`src/design/rrwd_pkg.sv`:
```
// ----------------------------------------------------------------------------
// rrwd_pkg
// Shared types and codes for the round-robin worker dispatch unit: command
// and status codes, the request and response words and the controller
// command group.
// ----------------------------------------------------------------------------
package rrwd_pkg;

   localparam int unsigned WORKER_ID_W = 22;
   localparam int unsigned JOB_W       = 32;

   typedef enum logic [1:0] {
      CMD_REGISTER   = 2'd0,
      CMD_UNREGISTER = 2'd1,
      CMD_POST       = 2'd2,
      CMD_CLAIM      = 2'd3
   } cmd_type;

   typedef enum logic [2:0] {
      ST_OK        = 3'd0,
      ST_NOT_TURN  = 3'd1,
      ST_NOT_FOUND = 3'd2,
      ST_UNAVAIL   = 3'd3,
      ST_FULL      = 3'd4
   } status_type;

   typedef struct packed {
      cmd_type                cmd;
      logic [WORKER_ID_W-1:0] worker_id;
      logic [JOB_W-1:0]       job_word;
   } req_word_type;

   typedef struct packed {
      status_type       status;
      logic [JOB_W-1:0] job_out;
   } rsp_word_type;

   // Commands from the controller to the datapath.
   typedef struct packed {
      logic load_req;
      logic commit;
   } ctrl_cmd_type;

endpackage

```
`src/design/rrwd_ctrl.sv`:
```
// ----------------------------------------------------------------------------
// rrwd_ctrl
// Sequencer for the dispatch unit: captures a request word, then commits it
// to the datapath once the response register is free to take the result.
// ----------------------------------------------------------------------------
module rrwd_ctrl
   import rrwd_pkg::*;
(
   input  logic         clock,
   input  logic         reset,
   input  logic         req_valid,
   output logic         req_ready,
   output logic         rsp_valid,
   input  logic         rsp_ready,
   output ctrl_cmd_type ctrl
);

   typedef enum logic {
      S_IDLE,
      S_EXEC
   } state_type;

   state_type state_ff;
   logic      rsp_valid_ff;
   logic      rsp_free;

   // The response register can be reloaded when empty or being emptied now.
   assign rsp_free      = !rsp_valid_ff || rsp_ready;
   assign req_ready     = (state_ff == S_IDLE);
   assign rsp_valid     = rsp_valid_ff;
   assign ctrl.load_req = (state_ff == S_IDLE) && req_valid;
   assign ctrl.commit   = (state_ff == S_EXEC) && rsp_free;

   always_ff @(posedge clock) begin
      if (reset) begin
         state_ff     <= S_IDLE;
         rsp_valid_ff <= 1'b0;
      end else begin
         // A commit refills the response register; otherwise a response
         // taken by the receiver empties it.
         if ((state_ff == S_EXEC) && rsp_free) begin
            rsp_valid_ff <= 1'b1;
         end else if (rsp_valid_ff && rsp_ready) begin
            rsp_valid_ff <= 1'b0;
         end
         case (state_ff)
            S_IDLE: begin
               if (req_valid) begin
                  state_ff <= S_EXEC;
               end
            end
            S_EXEC: begin
               if (rsp_free) begin
                  state_ff <= S_IDLE;
               end
            end
            default: begin
               state_ff <= S_IDLE;
            end
         endcase
      end
   end

endmodule

```
`src/design/rrwd_datapath.sv`:
```
// ----------------------------------------------------------------------------
// rrwd_datapath
// Worker table, turn pointer, job mailbox and response register. Each table
// cell compares its ID with the request and shifts from a neighbour on an
// insert or a removal, so every command completes in its commit cycle.
// ----------------------------------------------------------------------------
module rrwd_datapath
   import rrwd_pkg::*;
#(
   parameter int unsigned TABLE_DEPTH = 16,
   parameter int unsigned ID_BITS     = 22
) (
   input  logic         clock,
   input  logic         reset,
   input  ctrl_cmd_type ctrl,
   input  req_word_type req_data,
   output rsp_word_type rsp_data
);

   localparam int unsigned IW = $clog2(TABLE_DEPTH);

   req_word_type         req_ff;
   logic [ID_BITS-1:0]   slot_id_ff [TABLE_DEPTH];
   logic [TABLE_DEPTH-1:0] slot_valid_ff;
   logic [IW-1:0]        turn_ff;
   logic                 mbox_full_ff;
   logic [JOB_W-1:0]     mbox_job_ff;
   rsp_word_type         rsp_ff;
   rsp_word_type         rsp_in;

   logic [ID_BITS-1:0]   key;
   logic [TABLE_DEPTH-1:0] hit;
   logic [TABLE_DEPTH-1:0] below;
   logic [ID_BITS-1:0]   ins_id [TABLE_DEPTH];
   logic [ID_BITS-1:0]   rem_id [TABLE_DEPTH];
   logic [TABLE_DEPTH-1:0] valid_ins;
   logic [TABLE_DEPTH-1:0] valid_rem;
   logic                 have_worker;
   logic                 table_full;
   logic [IW:0]          turn_plus;
   logic [IW-1:0]        turn_claim_in;
   logic [IW-1:0]        turn_reg_in;
   logic [IW-1:0]        turn_dec;
   logic [IW-1:0]        turn_unreg_in;

   assign key         = ID_BITS'(req_ff.worker_id);
   assign have_worker = slot_valid_ff[0];
   assign table_full  = slot_valid_ff[TABLE_DEPTH-1];
   assign valid_ins   = {slot_valid_ff[TABLE_DEPTH-2:0], 1'b1};
   assign valid_rem   = slot_valid_ff & {1'b0, slot_valid_ff[TABLE_DEPTH-1:1]};

   // Per-cell compare and shift sources. The table is sorted, so the cells
   // below the key form a prefix and mark the insertion point.
   for (genvar k = 0; k < TABLE_DEPTH; k++) begin : g_cell
      assign hit[k]   = slot_valid_ff[k] && (slot_id_ff[k] == key);
      assign below[k] = slot_valid_ff[k] && (slot_id_ff[k] < key);
      if (k == 0) begin : g_first
         assign ins_id[k] = below[k] ? slot_id_ff[k] : key;
      end else begin : g_rest
         assign ins_id[k] = below[k] ? slot_id_ff[k] :
                            (below[k-1] ? key : slot_id_ff[k-1]);
      end
      if (k == TABLE_DEPTH - 1) begin : g_last
         assign rem_id[k] = slot_id_ff[k];
      end else begin : g_inner
         assign rem_id[k] = below[k] ? slot_id_ff[k] : slot_id_ff[k+1];
      end
   end

   // Turn pointer updates for each command.
   always_comb begin
      turn_plus = {1'b0, turn_ff} + (IW+1)'(1);
      if ((turn_plus < (IW+1)'(TABLE_DEPTH)) && slot_valid_ff[turn_plus[IW-1:0]]) begin
         turn_claim_in = turn_plus[IW-1:0];
      end else begin
         turn_claim_in = '0;
      end

      if (!have_worker) begin
         turn_reg_in = '0;
      end else if (!below[turn_ff]) begin
         turn_reg_in = turn_ff + IW'(1);
      end else begin
         turn_reg_in = turn_ff;
      end

      // Removal of a worker ahead of the turn holder moves the pointer down;
      // a pointer left past the new end wraps to the first entry.
      if (!below[turn_ff] && !hit[turn_ff] && (turn_ff != '0)) begin
         turn_dec = turn_ff - IW'(1);
      end else begin
         turn_dec = turn_ff;
      end
      turn_unreg_in = valid_rem[turn_dec] ? turn_dec : '0;
   end

   // Response word for the command held in the request register.
   always_comb begin
      rsp_in.status  = ST_OK;
      rsp_in.job_out = '0;
      case (req_ff.cmd)
         CMD_REGISTER: begin
            if (!(|hit) && table_full) begin
               rsp_in.status = ST_FULL;
            end
         end
         CMD_UNREGISTER: begin
            if (!(|hit)) begin
               rsp_in.status = ST_NOT_FOUND;
            end
         end
         CMD_POST: begin
            if (!have_worker || mbox_full_ff) begin
               rsp_in.status = ST_UNAVAIL;
            end
         end
         CMD_CLAIM: begin
            if (!have_worker || !mbox_full_ff) begin
               rsp_in.status = ST_UNAVAIL;
            end else if (!hit[turn_ff]) begin
               rsp_in.status = ST_NOT_TURN;
            end else begin
               rsp_in.job_out = mbox_job_ff;
            end
         end
         default: begin
            rsp_in.status = ST_OK;
         end
      endcase
   end

   always_ff @(posedge clock) begin
      if (ctrl.load_req) begin
         req_ff <= req_data;
      end
      if (ctrl.commit) begin
         rsp_ff <= rsp_in;
         case (req_ff.cmd)
            CMD_REGISTER: begin
               if (!(|hit) && !table_full) begin
                  for (int k = 0; k < TABLE_DEPTH; k++) begin
                     slot_id_ff[k] <= ins_id[k];
                  end
               end
            end
            CMD_UNREGISTER: begin
               if (|hit) begin
                  for (int k = 0; k < TABLE_DEPTH; k++) begin
                     slot_id_ff[k] <= rem_id[k];
                  end
               end
            end
            CMD_POST: begin
               if (have_worker && !mbox_full_ff) begin
                  mbox_job_ff <= req_ff.job_word;
               end
            end
            default: begin
               mbox_job_ff <= mbox_job_ff;
            end
         endcase
      end
   end

   // Control state: valid bits, turn pointer and mailbox flag.
   always_ff @(posedge clock) begin
      if (reset) begin
         slot_valid_ff <= '0;
         turn_ff       <= '0;
         mbox_full_ff  <= 1'b0;
      end else if (ctrl.commit) begin
         case (req_ff.cmd)
            CMD_REGISTER: begin
               if (!(|hit) && !table_full) begin
                  slot_valid_ff <= valid_ins;
                  turn_ff       <= turn_reg_in;
               end
            end
            CMD_UNREGISTER: begin
               if (|hit) begin
                  slot_valid_ff <= valid_rem;
                  turn_ff       <= turn_unreg_in;
               end
            end
            CMD_POST: begin
               if (have_worker && !mbox_full_ff) begin
                  mbox_full_ff <= 1'b1;
               end
            end
            CMD_CLAIM: begin
               if (have_worker && mbox_full_ff && hit[turn_ff]) begin
                  mbox_full_ff <= 1'b0;
                  turn_ff      <= turn_claim_in;
               end
            end
            default: begin
               mbox_full_ff <= mbox_full_ff;
            end
         endcase
      end
   end

   assign rsp_data = rsp_ff;

endmodule

```
`src/design/round_robin_worker_dispatch_unit.sv`:
```
// ----------------------------------------------------------------------------
// round_robin_worker_dispatch_unit
// Round-robin dispatch of single jobs to a sorted table of registered workers.
// ----------------------------------------------------------------------------
// Each request word carries one command (register, unregister, post or claim)
// and produces exactly one response word with a status and, for a granted
// claim, the job. A word is first captured in the request register, then its
// command runs against the worker table, where every cell compares and shifts
// in parallel. The next request is taken as soon as the previous one has been
// committed, even while its response still waits in the output register; a
// stalled response holds the block in its commit cycle. The table is kept in
// ascending ID order, packed from entry 0, and the turn passes upwards through
// it, wrapping from the last worker to the first. Registering an ID already
// present is accepted silently, and registering into a full table is refused.
// The job mailbox holds one word and survives the table becoming empty. IDs
// are stored at ID_BITS bits, taken from the low bits of the request field.
// ----------------------------------------------------------------------------
module round_robin_worker_dispatch_unit
   import rrwd_pkg::*;
#(
   parameter int unsigned TABLE_DEPTH = 16,
   parameter int unsigned ID_BITS     = 22
) (
   input  logic         clock,
   input  logic         reset,
   input  logic         req_valid,
   output logic         req_ready,
   input  req_word_type req_data,
   output logic         rsp_valid,
   input  logic         rsp_ready,
   output rsp_word_type rsp_data
);

   ctrl_cmd_type ctrl;

   // Sequencer: owns the handshakes and decides when a word is committed.
   rrwd_ctrl u_ctrl (
      .clock     (clock),
      .reset     (reset),
      .req_valid (req_valid),
      .req_ready (req_ready),
      .rsp_valid (rsp_valid),
      .rsp_ready (rsp_ready),
      .ctrl      (ctrl)
   );

   // Datapath: the worker table, turn pointer, mailbox and response register.
   rrwd_datapath #(
      .TABLE_DEPTH (TABLE_DEPTH),
      .ID_BITS     (ID_BITS)
   ) u_datapath (
      .clock    (clock),
      .reset    (reset),
      .ctrl     (ctrl),
      .req_data (req_data),
      .rsp_data (rsp_data)
   );

endmodule
```
`config.mk`:
```
export PLATFORM = sky130hd
export DESIGN_NAME = round_robin_worker_dispatch_unit
export DESIGN_NICKNAME = d
export VERILOG_FILES = /design/src/design/rrwd_pkg.sv /design/src/design/rrwd_ctrl.sv /design/src/design/rrwd_datapath.sv /design/src/design/round_robin_worker_dispatch_unit.sv
export SDC_FILE = /design/constraint.sdc
export NUM_CORES = 1
export LEC_CHECK = 0
export BUFFER_PORTS_ARGS = -buffer_cell sky130_fd_sc_hd__buf_4
export CAP_MARGIN = 20
export CORE_MARGIN = 2
export CORE_UTILIZATION = 30
export CTS_BUF_LIST = sky130_fd_sc_hd__clkbuf_4
export DETAILED_ROUTE_END_ITERATION = 16
export GPL_ROUTABILITY_DRIVEN = 0
export GPL_TIMING_DRIVEN = 1
export SLEW_MARGIN = 20
export SYNTH_ARGS = -nofsm -noshare
export SYNTH_HDL_FRONTEND = slang
export SYNTH_SLANG_ARGS = --single-unit
```
`constraint.sdc`:
```
create_clock -name clock -period 7.88 [get_ports clock]
set_input_delay 2.364 -clock clock [delete_from_list [all_inputs] [get_ports clock]]
set_output_delay 2.364 -clock clock [all_outputs]
set_load 0.01 [all_outputs]
```
==> results of run 1 <==
## flip-flops by register name, summed over array words and instances, names as in the netlist
| register | flops |
|---|---|
| u_datapath.mbox_job_ff | 32 |
| u_datapath.req_ff | 34 |
| u_datapath.slot_valid_ff | 16 |
| u_datapath.slot_id_ff | 352 |
| u_ctrl.state_ff | 1 |
| u_ctrl.rsp_valid | 1 |
| u_datapath.rsp_data | 35 |
| u_datapath.key | 22 |
| u_datapath.turn_ff | 4 |
| u_datapath.mbox_full_ff | 1 |
## cells in the final DEF (no fill, tap or decap), types with 16 or more instances in the layout
| cell | netlist | layout |
|---|---|---|
| o21ai_0 | 156 | 156 |
| nand2_1 | 228 | 228 |
| a22oi_1 | 16 | 16 |
| a211oi_1 | 18 | 17 |
| nand2b_1 | 19 | 19 |
| dfxtp_1 | 23 | 23 |
| edfxtp_1 | 475 | 475 |
| clkinv_1 | 0 | 25 |
| ha_1 | 354 | 354 |
| nor3_1 | 31 | 30 |
| o21ai_1 | 16 | 16 |
| mux2_2 | 43 | 43 |
| a21o_1 | 24 | 24 |
| inv_1 | 66 | 65 |
| buf_4 | 1 | 152 |
| a21oi_1 | 559 | 558 |
| mux2i_1 | 102 | 102 |
| nor2_1 | 479 | 471 |
| and2_1 | 41 | 39 |
| nand4_1 | 82 | 82 |
| nand3_1 | 79 | 79 |
| clkbuf_4 | 0 | 205 |
## power by group through the flow
stage                     combinational, mW  sequential (mW)  clock [mW]
after floorplan                       0.376             3.07           0
after global placement                0.575             3.10           0
after detailed placement              0.589             3.10           0
after CTS                             0.592             3.05        2.54
after global routing                  0.670             3.05        2.67
final                                 0.600             3.05        2.48
## final timing paths
kind | slack, ns | from | cells after the start | endpoint
setup / recovery | 1.47 | u_datapath.key[12] | 15 | u_datapath.slot_id_ff[6][7]
setup reg to reg | 1.47 | u_datapath.key[12] | 15 | u_datapath.slot_id_ff[6][7]
hold reg to reg | 0.40 | u_datapath.req_ff[15] | 0 | u_datapath.mbox_job_ff[15]
hold / removal | 0.40 | u_datapath.req_ff[15] | 0 | u_datapath.mbox_job_ff[15]
## layer usage
| layer | wire, um | GRT usage [%] | vias up |
|---|---|---|---|
| met5 | 0 | 0 | - |
| met4 | 2960 | 6.71 | 0 |
| met3 | 7500 | 3.58 | 194 |
| met2 | 45300 | 28.8 | 1044 |
| met1 | 44800 | 25.3 | 12253 |
| li1 | - | - | 12090 |
## layout make-up
type / count / area (sq um)
Inverter: 68 / 255
Clock buffer: 205 / 1540
Antenna cell: 4 / 10.0
Timing Repair Buffer: 153 / 1160
Sequential cell: 498 / 14700
Tap cell: 1380 / 1730
Fill cell: 10569 / 68000
Clock inverter: 43 / 264
Multi-Input combinational cell: 2419 / 15600
## cell usage after synthesis (18+ instances only)
cell type / count
clkbuf_1: 176
mux2i_1: 102
nand2_1: 228
nand4_1: 82
nor3_1: 31
o21ai_0: 156
nand2b_1: 19
a21oi_1: 559
ha_1: 354
a211oi_1: 18
and2_1: 41
a21o_1: 24
edfxtp_1: 475
mux2_2: 43
dfxtp_1: 23
nor2_1: 479
nand3_1: 79
inv_1: 66
## through the flow
stage | utilization (%) | power, mW | cells | area (sq um) | setup slack [ns]
2_1_floorplan | - | 3.45 | 3166 | 31200 | 1.62
3_3_place_gp | 32.4 | 3.68 | 4518 | 33500 | 1.69
3_5_place_dp | 32.4 | 3.69 | 4518 | 33500 | 1.53
4_1_cts | 34.2 | 6.18 | 4766 | 35300 | 1.51
5_1_grt | 34.2 | 6.39 | 4769 | 35300 | 1.13
6_report | 34.2 | 6.13 | 4770 | 35300 | 1.47
## worst max-delay path, delay by kind of cell, from the launching register on
family | cells | cell delay (ns)
adders and majority gates | 1 | 0.40
buffers and inverters | 2 | 1.14
and+or+nand+nor | 10 | 3.69
AOI/OAI and AO/OA | 2 | 0.30
DFF | 1 | 0.50
## cells by family after synthesis
kind of cell	after synthesis	share of synthesized area (%)
compound gates	885	15.7
xor+xnor	4	0.112
fa+ha+maj	354	14.2
buf+inv	249	3.01
flops	498	47.2
mux	150	5.15
simple gates	1026	14.7
==> flow_metrics.py, run 1 <==
metrics = {
    "setup_path": {
        "worst_path_most_repeated_cell": "nor4_1",
        "crit_type": "reg -> reg",
        "end_kind": "flop",
        "cp_slowest_cell": "nor4_1",
        "required_ns": 8.53,
        "path_cells": "inv_1 > ha_1 > nand4_1 > nor4_1 > nand2_1 > o21ai_1 > a311oi_1 > nand4b_1 > nor4_1 > nand2b_1 > or2_1 > or3_4 > and2_0 > nor2_2 > buf_4",
        "cp_max_fo": 48,
        "crit_arrival_ns": 7.06,
        "start_kind": "flop",
        "cp_slowest_stage_delay_ns": 0.92,
    },
    "power": {
        "p_int_mw": 4.44,
        "combPwrFrac_pct": 9.8,
        "powerDensity_nw_per_um2": 173,
        "max-vdd-ir-drop_mv": 0.122,
        "p_leak_nw": 13.5,
        "pwr-share-seq_pct": 49.8,
        "switching_power_mw": 1.69,
        "switching_share_pct": 27.6,
        "p_clk_share_pct": 40.5,
    },
    "synth": {
        "syn_area_sq_um": 31200,
        "synth_top_area_share_pct": 45.7,
        "synth_area_leader_cell": "edfxtp_1",
        "syn_nets": 3580,
        "netlist_top_cells_area": "edfxtp_1, ha_1, a21oi_1, nor2_1, mux2i_1",
        "seq_area_frac_synth_pct": 47.2,
        "synth-main-ff-cell": "edfxtp_1",
        "synth-edff-count": 475,
        "synth_cell_type_count": 72,
        "syn_area_per_cell_sq_um": 9.85,
        "netlist_instances": 3166,
        "ys_ff_latch": 498,
        "yosysWarnings": 0,
        "ys_async_sr_fraction_pct": 0,
    },
    "run": {
        "maxCapViolCount": 0,
    },
    "floorplan": {
        "die_area_sq_um": 107000,
        "ios": 97,
        "row_count": 118,
        "die_h_um": 326,
        "die_x_um": 326,
        "fp.coreArea_sq_um": 103000,
        "initial_core_util_pct": 30.2,
    },
    "grt": {
        "grt_pass1_vias": 24503,
        "grt_antenna_before_repair": 7,
        "grt_usage_pct": 18.4,
        "grt_max_degree": 194,
        "grt_pass1_wl_um": 151000,
        "grt_overflow": 0,
    },
    "placement": {
        "hpwl_um": 72400,
        "portBuffers": 96,
    },
    "drt": {
        "post_drt_via_cell_ratio": 5.36,
        "vias": 25581,
        "ant_nets": 0,
        "wirelength_um": 101000,
        "drt_iter0_drc": 2575,
        "detail_route.wl_per_cell_um": 21.1,
        "drcViolationCount": 0,
        "dr.pass1.iters": 6,
    },
    "sta": {
        "whs_ns": 0.402,
        "worst_slew_pin_slew_ns": 1.09,
        "rsz0062_at_grt": "no",
        "finalHoldViolations": 0,
        "timing.fmax_mhz": 156,
        "period_share_pct": 81.3,
        "setup_tns_ns": 0,
        "final-max-slew-violation-count": 0,
        "fin_skew_ns": 0.0621,
        "post-route-min-period_ns": 6.41,
        "setup_viol": 0,
        "max-slew-margin-rel_pct": 27.0,
    },
    "final_layout": {
        "final_nets": 3695,
        "drive_gt1_share_pct": 13.2,
        "area_growth_pct": 13.2,
    },
    "cts": {
        "numCtsBuffers": 141,
        "clkTransAtPathRegs_ns": 0.06,
        "clk-insertion-delay-late_ns": 1.02,
        "post_cts_resized": 0,
        "cts_root_buf": "clkbuf_4",
        "cts_tree": "yes",
        "htreeDepth": 4,
        "numClockSinks": 498,
        "post_cts_buffers": 0,
        "hold_buffers": 0,
        "clockBufferDepth": 3,
    },
    "hold_path": {
        "hold_path_class": "reg -> reg",
    },
    "status": {
        "status": "finished clean",
    },
}
No activity file was read; power rests on OpenSTA's default activity.
==> run 2: changes to the inputs <==
==> constraint.sdc (replaced) <==
create_clock -name clock -period 5.39 [get_ports clock]
set_input_delay 1.617 -clock clock [delete_from_list [all_inputs] [get_ports clock]]
set_output_delay 1.617 -clock clock [all_outputs]
set_load 0.01 [all_outputs]
==> flow_metrics.py, run 2 (synthesized netlist as in run 1, its figures left out) <==
metrics = {
    "placement": {
        "portBuffers": 96,
        "hpwl_um": 74800,
        "place_area_sq_um": 34300,
    },
    "cts": {
        "cts_root_buf": "clkbuf_4",
        "clockBufferDepth": 3,
        "numClockSinks": 498,
        "clk-insertion-delay-late_ns": 0.98,
        "post_cts_buffers": 0,
        "numCtsBuffers": 141,
        "cts_tree": "yes",
        "clkTransAtPathRegs_ns": 0.06,
        "htreeDepth": 4,
    },
    "setup_path": {
        "end_kind": "flop",
        "crit_type": "reg -> reg",
        "required_ns": 6.01,
        "cp_max_fo": 22,
        "start_kind": "flop",
        "crit_arrival_ns": 5.71,
        "reg2reg_slack_ns": 0.30,
    },
    "drt": {
        "vias": 25919,
        "ant_nets": 0,
        "post_drt_via_cell_ratio": 5.34,
        "wirelength_um": 101000,
        "dr.pass1.iters": 6,
        "drcViolationCount": 0,
        "drt_iter0_drc": 2800,
        "detail_route.wl_per_cell_um": 20.9,
    },
    "floorplan": {
        "die_x_um": 326,
        "die_area_sq_um": 107000,
        "die_h_um": 326,
        "ios": 97,
        "row_count": 118,
        "fp.coreArea_sq_um": 103000,
        "initial_core_util_pct": 30.2,
    },
    "final_layout": {
        "design_area_sq_um": 36000,
        "final_cell_mix": "a21oi_1, edfxtp_1, nor2_1, ha_1, buf_4",
        "fin_util_pct": 34.9,
        "ff_latch_area_sq_um": 14700,
        "area_growth_pct": 15.5,
        "largest_reg_flops": 352,
        "drive_gt1_share_pct": 15.3,
        "layout_commonest_cell": "a21oi_1",
        "largest-register": "u_datapath.slot_id_ff",
        "multi_input_area_sq_um": 15600,
        "fillCellCount": 10573,
        "final_nets": 3788,
    },
    "sta": {
        "fin_skew_ns": 0.0537,
        "timing.fmax_mhz": 196,
        "finalHoldViolations": 0,
        "setup_viol": 0,
        "period_share_pct": 94.5,
        "whs_ns": 0.411,
        "worst_slew_pin_slew_ns": 0.987,
        "rsz0062_at_grt": "no",
        "max-slew-margin-rel_pct": 34.0,
        "setup_tns_ns": 0,
        "post-route-min-period_ns": 5.09,
        "final-max-slew-violation-count": 0,
    },
    "grt": {
        "grt_overflow": 0,
        "grt_max_degree": 223,
        "grt_pass1_wl_um": 151000,
        "grt_pass1_vias": 24812,
        "grt_antenna_before_repair": 8,
        "grt_usage_pct": 18.5,
    },
    "power": {
        "p_leak_nw": 13.9,
        "power_mw": 8.93,
        "powerDensity_nw_per_um2": 248,
        "max-vdd-ir-drop_mv": 0.197,
    },
    "run": {
        "maxCapViolCount": 0,
    },
    "status": {
        "status": "finished clean",
    },
    "hold_path": {
        "hold_path_class": "reg -> reg",
    },
}
-- run 2: cell count changes in the layout (fill, tap and decap cells not counted), moves of 2 or more --
| cell | delta |
|---|---|
| and2_1 | +2 |
| and2_2 | -2 |
| buf_12 | +7 |
| buf_4 | +86 |
| clkbuf_4 | -6 |
| clkinv_1 | -4 |
| clkinv_2 | -2 |
| nor2_2 | +3 |
| nor2_4 | -3 |
-- run 2: what timing repair did --
action	4_1_cts	5_1_grt
gates resized for setup	0	1
hold buffers	0	0
hold endpoints to repair	0	0
endpoints found under the setup margin	0	2
-- run 2: path summary, 6_finish.rpt --
kind / from / depth (start not counted) / end
setup / recovery: u_datapath.key[9] / 17 / u_datapath.slot_id_ff[1][9]
hold / removal: u_datapath.req_ff[13] / 0 / u_datapath.mbox_job_ff[13]
setup reg to reg: u_datapath.key[9] / 17 / u_datapath.slot_id_ff[1][9]
hold reg to reg: u_datapath.req_ff[13] / 0 / u_datapath.mbox_job_ff[13]
-- run 2: power by group --
part / leakage [nW] / switching [mW] / internal (mW)
clock: 1.03 / 1.76 / 1.77
combinational: 8.38 / 0.606 / 0.369
sequential: 4.54 / 0.0874 / 4.35
-- run 2: critical path, stage by stage, from the launching register on --
cell	delay [ns]
edfxtp_1	0.39
inv_1	0.32
buf_4	0.22
ha_1	0.25
nand4_1	0.21
nor4_1	0.12
nand2_1	0.09
o21ai_1	0.07
a311oi_1	0.26
nand4b_1	0.17
nor4_1	0.72
nand2b_1	0.15
or2_1	0.26
or3_4	0.37
and2_0	0.42
buf_4	0.28
nor2_2	0.07
buf_4	0.34
-- run 2: cell type report --
class                      count  area share, %
antenna                        3         0.0208
clock buffer                 199           4.15
sequential                   498           40.9
inverter                      68          0.708
multi-input combinational   2419           43.4
clock inverter                37          0.660
timing repair buffer         246           5.40
tap                         1380           4.79
-- run 2: routing by layer --
layer | track usage (%) | vias up | share of wire, %
met5 | 0 | - | 0.029
met4 | 6.68 | 4 | 2.8
met3 | 3.31 | 174 | 6.7
met2 | 29.6 | 997 | 46
met1 | 24.9 | 12474 | 44
li1 | - | 12270 | -
-- run 2: per-stage QoR --
step | std cells | worst slack, ns
2_1_floorplan | 3166 | 0.0919
3_3_place_gp | 4611 | 0.232
3_5_place_dp | 4611 | 0.266
4_1_cts | 4847 | 0.237
5_1_grt | 4850 | 0.111
6_report | 4850 | 0.297
